==> src/hw/rtl/i2cseq_pkg.sv <==
// Shared types and codes for the I2C master transaction sequencer.
`default_nettype none

package i2cseq_pkg;

  // Input transaction kinds.
  typedef enum logic [1:0] {
    KIND_BEGIN  = 2'd0,
    KIND_LOAD   = 2'd1,
    KIND_STATUS = 2'd2
  } kind_t;

  // Bus engine status codes.
  localparam logic [3:0] ST_START_SENT   = 4'd0;
  localparam logic [3:0] ST_RESTART_SENT = 4'd1;
  localparam logic [3:0] ST_ADDRW_ACK    = 4'd2;
  localparam logic [3:0] ST_ADDRW_NACK   = 4'd3;
  localparam logic [3:0] ST_DATA_ACK     = 4'd4;
  localparam logic [3:0] ST_DATA_NACK    = 4'd5;
  localparam logic [3:0] ST_ARB_LOST     = 4'd6;
  localparam logic [3:0] ST_ADDRR_ACK    = 4'd7;
  localparam logic [3:0] ST_ADDRR_NACK   = 4'd8;
  localparam logic [3:0] ST_RXDATA_ACK   = 4'd9;
  localparam logic [3:0] ST_RXDATA_NACK  = 4'd10;

  // Commands to the bus engine.
  typedef enum logic [2:0] {
    CMD_NONE      = 3'd0,
    CMD_CONT      = 3'd1,
    CMD_CONT_ACK  = 3'd2,
    CMD_START     = 3'd3,
    CMD_START_ACK = 3'd4,
    CMD_STOP      = 3'd5
  } cmd_t;

  typedef struct packed {
    logic [1:0] kind;
    logic [6:0] target_address;
    logic [4:0] write_count;
    logic [4:0] read_count;
    logic [3:0] load_index;
    logic [7:0] load_byte;
    logic [3:0] bus_status;
    logic [7:0] bus_data;
  } in_item_t;

  typedef struct packed {
    logic [2:0] command;
    logic       drive_valid;
    logic [7:0] drive_byte;
    logic       store_valid;
    logic [3:0] store_index;
    logic [7:0] store_byte;
    logic       busy_res;
  } out_item_t;

  // Write port of the transmit store.
  typedef struct packed {
    logic       we;
    logic [7:0] wd;
  } store_wr_t;

endpackage

`default_nettype wire

==> src/hw/rtl/i2c_master_transaction_sequencer.sv <==
// Top level of the I2C master write-then-read transaction sequencer.
`default_nettype none

// Usage
//   Input channel (in_valid/in_ready/in_data) carries three transaction kinds:
//   begin (latch address and counts, answer start), load (write one transmit
//   store slot) and bus status (advance the write-then-read sequence).
//   Result channel (out_valid/out_ready/out_data) returns exactly one result
//   per input transaction, in order: command, byte to drive, received byte to
//   store, and a busy flag.
// Timing
//   A transaction is accepted into the input register, decoded there and
//   lands in the result register once that register is free.
//   Throughput is 1 transaction per cycle while out_ready stays high; the
//   only loop is the state update in the decode stage.
//   The transmit store has a registered read that always presents the slot
//   at the current transmit position, so the decode stage never waits on it.
// Reset
//   rst_n is synchronous, active low: both stages empty, address, counters
//   and positions cleared. Store contents are not cleared.
// Backpressure
//   With out_ready low the result register holds; the input register still
//   takes one more transaction, then in_ready drops until the result drains.

module i2c_master_transaction_sequencer #(
  parameter int MAX_BYTES = 16
) (
  input  wire                        clk,
  input  wire                        rst_n,
  input  wire                        in_valid,
  output logic                       in_ready,
  input  wire i2cseq_pkg::in_item_t  in_data,
  output logic                       out_valid,
  input  wire                        out_ready,
  output i2cseq_pkg::out_item_t      out_data
);

  localparam int AW = (MAX_BYTES > 1) ? $clog2(MAX_BYTES) : 1;
  localparam int PW = $clog2(MAX_BYTES + 1);
  localparam int CAP = (MAX_BYTES > 31) ? 31 : MAX_BYTES;
  localparam logic [4:0] CNT_CAP = 5'(CAP);

  // Pipeline registers
  logic                  in_vld_r;
  i2cseq_pkg::in_item_t  in_item_r;
  logic                  out_vld_r;
  i2cseq_pkg::out_item_t out_item_r;
  logic                  adv;

  // Sequencer state
  logic [6:0]    slave_addr_r, slave_addr_nxt;
  logic [4:0]    tx_left_r, tx_left_nxt;
  logic [4:0]    rx_left_r, rx_left_nxt;
  logic [PW-1:0] tx_pos_r, tx_pos_nxt;
  logic [3:0]    rx_pos_r, rx_pos_nxt;

  i2cseq_pkg::out_item_t res;
  i2cseq_pkg::store_wr_t st_wr;
  logic [AW-1:0]         st_wa;
  logic [AW-1:0]         st_ra;
  logic [7:0]            tx_byte;

  // Decode stage moves when it holds a transaction and the result slot frees
  assign adv       = in_vld_r && (!out_vld_r || out_ready);
  assign in_ready  = !in_vld_r || adv;
  assign out_valid = out_vld_r;
  assign out_data  = out_item_r;

  always_ff @(posedge clk) begin
    if (!rst_n) begin
      in_vld_r <= 1'b0;
    end else if (in_ready) begin
      in_vld_r <= in_valid;
    end
  end

  always_ff @(posedge clk) begin
    if (in_ready && in_valid) begin
      in_item_r <= in_data;
    end
  end

  always_ff @(posedge clk) begin
    if (!rst_n) begin
      out_vld_r <= 1'b0;
    end else if (adv) begin
      out_vld_r <= 1'b1;
    end else if (out_ready) begin
      out_vld_r <= 1'b0;
    end
  end

  always_ff @(posedge clk) begin
    if (adv) begin
      out_item_r <= res;
    end
  end

  always_ff @(posedge clk) begin
    if (!rst_n) begin
      slave_addr_r <= '0;
      tx_left_r    <= '0;
      rx_left_r    <= '0;
      tx_pos_r     <= '0;
      rx_pos_r     <= '0;
    end else begin
      slave_addr_r <= slave_addr_nxt;
      tx_left_r    <= tx_left_nxt;
      rx_left_r    <= rx_left_nxt;
      tx_pos_r     <= tx_pos_nxt;
      rx_pos_r     <= rx_pos_nxt;
    end
  end

  // Store write from a load transaction; out-of-range slots are dropped
  always_comb begin
    st_wr.we = adv && (in_item_r.kind == i2cseq_pkg::KIND_LOAD) &&
               (int'(in_item_r.load_index) < MAX_BYTES);
    st_wr.wd = in_item_r.load_byte;
    st_wa    = AW'(in_item_r.load_index);
    st_ra    = (int'(tx_pos_nxt) < MAX_BYTES) ? tx_pos_nxt[AW-1:0] : '0;
  end

  i2cseq_tx_store #(
    .DEPTH (MAX_BYTES),
    .AW    (AW)
  ) u_tx_store (
    .clk  (clk),
    .wr   (st_wr),
    .wa   (st_wa),
    .ra   (st_ra),
    .rd_r (tx_byte)
  );

  // Decode and state update
  always_comb begin
    slave_addr_nxt = slave_addr_r;
    tx_left_nxt    = tx_left_r;
    rx_left_nxt    = rx_left_r;
    tx_pos_nxt     = tx_pos_r;
    rx_pos_nxt     = rx_pos_r;

    res.command     = i2cseq_pkg::CMD_NONE;
    res.drive_valid = 1'b0;
    res.drive_byte  = '0;
    res.store_valid = 1'b0;
    res.store_index = '0;
    res.store_byte  = '0;

    if (adv) begin
      case (in_item_r.kind)
        i2cseq_pkg::KIND_BEGIN: begin
          slave_addr_nxt = in_item_r.target_address;
          tx_left_nxt = (in_item_r.write_count > CNT_CAP) ? CNT_CAP : in_item_r.write_count;
          rx_left_nxt = (in_item_r.read_count > CNT_CAP) ? CNT_CAP : in_item_r.read_count;
          tx_pos_nxt  = '0;
          rx_pos_nxt  = '0;
          res.command = i2cseq_pkg::CMD_START;
        end
        i2cseq_pkg::KIND_STATUS: begin
          case (in_item_r.bus_status)
            i2cseq_pkg::ST_START_SENT: begin
              res.drive_valid = 1'b1;
              res.drive_byte  = {slave_addr_r, 1'b0};
              res.command     = i2cseq_pkg::CMD_CONT;
            end
            i2cseq_pkg::ST_RESTART_SENT: begin
              res.drive_valid = 1'b1;
              res.drive_byte  = {slave_addr_r, 1'b1};
              res.command     = i2cseq_pkg::CMD_CONT;
            end
            i2cseq_pkg::ST_ADDRW_ACK, i2cseq_pkg::ST_DATA_ACK: begin
              if (tx_left_r != '0) begin
                tx_left_nxt     = tx_left_r - 5'd1;
                tx_pos_nxt      = tx_pos_r + PW'(1);
                res.drive_valid = 1'b1;
                res.drive_byte  = tx_byte;
                res.command     = i2cseq_pkg::CMD_CONT;
              end else if (rx_left_r != '0) begin
                res.command = i2cseq_pkg::CMD_START_ACK;
              end else begin
                res.command = i2cseq_pkg::CMD_STOP;
              end
            end
            i2cseq_pkg::ST_ADDRR_ACK: begin
              res.command = i2cseq_pkg::CMD_CONT_ACK;
            end
            i2cseq_pkg::ST_RXDATA_ACK: begin
              // nothing left to count: extra byte, dropped
              if (rx_left_r != '0) begin
                rx_left_nxt     = rx_left_r - 5'd1;
                rx_pos_nxt      = rx_pos_r + 4'd1;
                res.store_valid = 1'b1;
                res.store_index = rx_pos_r;
                res.store_byte  = in_item_r.bus_data;
                res.command     = (rx_left_r > 5'd1) ? i2cseq_pkg::CMD_CONT_ACK
                                                     : i2cseq_pkg::CMD_CONT;
              end
            end
            default: begin
              // any NACK, arbitration loss, unknown status
              res.command = i2cseq_pkg::CMD_STOP;
            end
          endcase
        end
        default: begin
          // load transaction and unused kind answer none
        end
      endcase
    end

    res.busy_res = (tx_left_nxt != '0) || (rx_left_nxt != '0);
  end

endmodule

`default_nettype wire

==> src/hw/rtl/i2cseq_tx_store.sv <==
// Transmit byte store: one write port, one registered read port with write bypass.
`default_nettype none

module i2cseq_tx_store #(
  parameter int DEPTH = 16,
  parameter int AW    = 4
) (
  input  wire                       clk,
  input  wire i2cseq_pkg::store_wr_t wr,
  input  wire [AW-1:0]              wa,
  input  wire [AW-1:0]              ra,
  output logic [7:0]                rd_r
);

  logic [7:0] mem [DEPTH];

  always_ff @(posedge clk) begin
    if (wr.we) begin
      mem[wa] <= wr.wd;
    end
  end

  // rd_r always mirrors the entry at ra as of after this cycle's write
  always_ff @(posedge clk) begin
    if (wr.we && (wa == ra)) begin
      rd_r <= wr.wd;
    end else begin
      rd_r <= mem[ra];
    end
  end

endmodule

`default_nettype wire

==> config.mk <==
export PLATFORM = sky130hd
export DESIGN_NAME = i2c_master_transaction_sequencer
export DESIGN_NICKNAME = d
export VERILOG_FILES = /design/src/hw/rtl/i2cseq_pkg.sv /design/src/hw/rtl/i2c_master_transaction_sequencer.sv /design/src/hw/rtl/i2cseq_tx_store.sv
export SDC_FILE = /design/constraint.sdc
export NUM_CORES = 1
export LEC_CHECK = 0
export BUFFER_PORTS_ARGS = -buffer_cell sky130_fd_sc_hd__clkbuf_2
export CAP_MARGIN = 10
export CORE_MARGIN = 3
export CORE_UTILIZATION = 36
export DETAILED_ROUTE_END_ITERATION = 10
export SLEW_MARGIN = 10
export SYNTH_ARGS = -nofsm -noshare
export SYNTH_HDL_FRONTEND = slang
export SYNTH_SLANG_ARGS = --single-unit
==> constraint.sdc <==
create_clock -name clk -period 4.3 [get_ports clk]
set_input_delay 0.215 -clock clk [delete_from_list [all_inputs] [get_ports clk]]
set_output_delay 0.215 -clock clk [all_outputs]
set_load 0.005 [all_outputs]
==> summary.md <==
| Metric | Value |
|---|---|
| Initial antenna violation count | `0` |
| Crit-path cells | `inv_1 -> nand3_1 -> o311a_1 -> a211oi_2 -> nand4_1 -> or4b_1` |
| CTS tree | `built` |
| Number of synthesized flops with an enable pin | `197` |
| Register area share after synthesis | `71.2%` |
| Worst-Margin Slew | `1200 ps` |
| Layout cell share with drive strength beyond 1 | `22.0%` |
| Achievable Freq | `about 320 MHz` |
| Layout Skew | `roughly 9.7 ps` |
| Post-Syn Area | `9210 sq um` |
| Clock Path Buffers | `3` |
| GPL Wtd Cong | `0.870` |
| Setup slack on the worst flop-to-flop path | `1160 ps` |
| DRT iter0 DRCs | `513` |
| Mapped Nets | `634` |
| NetSw | `969 uW` |
| Number of synthesized register bits | `229` |
| DRC | `0` |
| Final hold vios | `0` |
| Hold Path End | `rx_left_r[1]$_SDFF_PN0_` |
| Mean area per synthesized cell | `15.8 sq um` |
| ANT cells | `0` |
| Grt ovf | `0` |
| Starting density of the core | `37.2%` |
| CORE AREA | `approximately 25000 sq um` |
| CTS HTree Levels | `1` |
| Pwr dens | `417 nW/um^2` |
| Vias post-DR | `5449` |
| Hold_ws | `65.4 ps` |
| Worst Path Buf+Inv | `1` |
| Max-cap violations | `0` |
| CTS buffer count | `25` |
| Final WL | `20400 um` |
| Setup-failing EPs final | `0` |
| Yosys top cell area share | `64.2%` |
| Port Buf Inserts | `74` |
| Sequential power share | `54.3%` |
| Leak | `0.00372 uW` |
| Die Span Y | `around 170 um` |
| RSZ-0062 raised after global routing | `false` |
| Synth area leader | `edfxtp_1` |
| Clock transition at path regs | `roughly 60 ps` |
| Router iterations before antenna repair | `5` |
| Die area | `27500 sq um` |
| GRT Util Overall | `14.6%` |
| Clock Latency Late Sink | `530 ps` |
| Root Buffer Master | `clkbuf_16` |
| FFs w/ async S/R, synth | `0%` |
| Synth Instances | `between 500 and 600` |
| Pin count of the biggest net entering global routing | `44` |
| Vias in the first global route | `between 5k and 6k` |
| Post-CTS Resized | `0` |
| Combinational share of power | `about 3.5%` |
| Routed WL per cell | `19.5 um` |
| Critical Path Sink Type | `flip-flop` |
| Net Sw Frac | `21.0%` |
| Int Pwr | `3650 uW` |
| Worst r2r src | `in_item_r[42]$_DFFE_PP_` |
| FF-to-FF End | `out_data[0]$_DFFE_PP_` |
| Horiz. Die Dim | `between 150 and 200 um` |
| Final #Nets | `760` |
| # rows | `57` |
| Cell family with most CP delay | `simple AND/OR/NAND/NOR gates` |
| Clk pwr share | `a little over two fifths` |
| Final Max Slew Viols | `0` |
| Worst endpoint data arrival time | `about 3400 ps` |
| Clock sinks | `229` |
| Min-delay src | `rst_n` |
| Slowest stage delay, CP | `670 ps` |
| Hold Crit Class | `in -> reg` |
| Critical-path top delay cell | `edfxtp_1` |
| Final setup TNS | `0 ps` |
| Hold path cells | `2` |
| Rel. slew slack | `19.2%` |
| Most used DFF post-synth | `edfxtp_1` |
| Critical path class | `reg -> reg` |
| Layout area overhead | `20.4%` |
| Dpl hpwl | `between 10000 and 15000 um` |
| Post-CTS Setup Bufs | `0` |
| First-pass GRT wire length | `~32000 um` |
| Worst-path fanout max | `19` |
| Final ANT Viol Nets | `0` |
| Crit start category | `flip-flop` |
| IO Pins | `75` |
| Synth top area cells | `edfxtp_1 64%, mux4_2 7.8%, dfxtp_1 7.0%` |
| Critical Path RT | `4560 ps` |
| VDD IR max | `0.259 mV` |
| Status | `finished, final reports clean` |
| Vias/cell | `5.19` |
| Tmin final | `3140 ps` |
| Final period util | `around 73%` |
| Netlist cell types | `60` |
| Cell depth of the worst flop-to-flop path | `6` |
| Synth warn | `0` |
[Yosys cell counts (3+ instances only)]
cell / number
nand4_1: 6
a22oi_1: 3
mux4_2: 32
nor4b_1: 4
mux2i_1: 9
edfxtp_1: 197
nor2_1: 46
and2_1: 20
buf_1: 3
nor4_1: 4
nor2b_1: 11
nor3_1: 16
o21ai_0: 12
buf_6: 3
nor3b_1: 3
o22ai_1: 3
inv_1: 12
nand2_1: 35
buf_4: 4
ha_1: 6
nand2b_1: 4
o21a_1: 4
dfxtp_1: 32
clkbuf_1: 11
a211oi_1: 10
a22o_1: 9
a21oi_1: 30
nand3_1: 7
buf_2: 4
xnor2_1: 3
[metal layers]
metal,track usage (%),part of all wire [%],vias up
met3,2.55,4.7,33
met5,0,0,-
met4,3.58,2.3,0
met2,25.5,50,168
met1,19.0,43,2725
li1,-,-,2523
[how the worst max path moves through the flow]
| stage | from | endpoint | slack, ps | cells past startpoint |
|---|---|---|---|---|
| floorplan | in_item_r[42]$_DFFE_PP_ | u_tx_store.mem[0][0]$_DFFE_PP_ | 1870 | 6 |
| global placement | in_item_r[42]$_DFFE_PP_ | out_data[0]$_DFFE_PP_ | 1250 | 6 |
| detailed placement | in_item_r[42]$_DFFE_PP_ | out_data[0]$_DFFE_PP_ | 1170 | 6 |
| CTS | in_item_r[42]$_DFFE_PP_ | out_data[0]$_DFFE_PP_ | 1170 | 6 |
| global route | in_item_r[42]$_DFFE_PP_ | out_data[0]$_DFFE_PP_ | 990 | 6 |
| finish | in_item_r[42]$_DFFE_PP_ | out_data[0]$_DFFE_PP_ | 1160 | 6 |
[cell families after synthesis]
family,Yosys count,synth area share [%]
AOI/OAI and AO/OA,91,6.64
xor gates and xnor gates,4,0.584
adders and majority gates,6,0.815
buffers and inverters,37,1.97
DFF,229,71.2
muxes,41,8.81
and+or+nand+nor,173,9.97
[state kept, by name (all words and copies together), names as in the netlist, named ones only]
signal          cells
in_item_r          39
in_vld_r            1
out_data           26
out_valid           1
rx_left_r           5
rx_pos_r            4
slave_addr_r        7
st_wa               4
tx_left_r           5
tx_pos_r            5
u_tx_store.mem    128
[final cells by class]
type                            instances  area (sq um)
Multi-Input combinational cell        315          2470
Timing Repair Buffer                  124           856
Sequential cell                       229          6560
Clock inverter                         10          67.6
Inverter                               12          45.0
Tap cell                              324           405
Clock buffer                           36           687
Fill cell                            2172         13700
[power groups by stage]
stage	sequential [uW]	combinational, uW	clock [uW]
2_1_floorplan	2530	81.0	0
5_1_grt	2520	176	2100
4_1_cts	2510	161	2010
6_report	2510	160	1950
3_5_place_dp	2560	129	0
3_3_place_gp	2550	127	0
[metrics by stage]
step / util [%] / power [uW] / setup slack [ps] / std cells / cell area (sq um)
finish: 44.8 / 4620 / 1160 / 1050 / 11100
global route: 44.8 / 4790 / 989 / 1050 / 11100
CTS: 44.8 / 4680 / 1170 / 1050 / 11100
detailed placement: 40.0 / 2690 / 1170 / 960 / 9890
global placement: 40.0 / 2680 / 1250 / 960 / 9890
floorplan: - / 2610 / 1870 / 581 / 9210
[repair_timing]
item	4_1_cts	5_1_grt
hold buffers	44	0
endpoints found under the setup margin	0	0
endpoints found under the hold margin	44	0
[cells in the final DEF, fill, tap and decap left out, types with 4 or more instances in the layout]
cell type	Yosys	layout
o21a_1	4	4
nor4b_1	4	4
nor3_1	16	16
nor4_1	4	4
mux4_2	32	32
and2_1	20	19
clkbuf_1	11	9
ha_1	6	6
a21oi_1	30	30
inv_1	12	12
a22o_1	9	9
dlygate4sd3_1	0	44
nand2_1	35	35
nand2b_1	4	4
nand3_1	7	7
clkinv_2	0	4
nand4_1	6	6
a211oi_1	10	10
mux2i_1	9	9
clkbuf_2	0	74
dfxtp_1	32	31
edfxtp_1	197	197
nor2_1	46	46
buf_4	4	6
clkbuf_16	0	25
nor2b_1	11	11
o21ai_0	12	12
(Power assumes the default switching activity.)
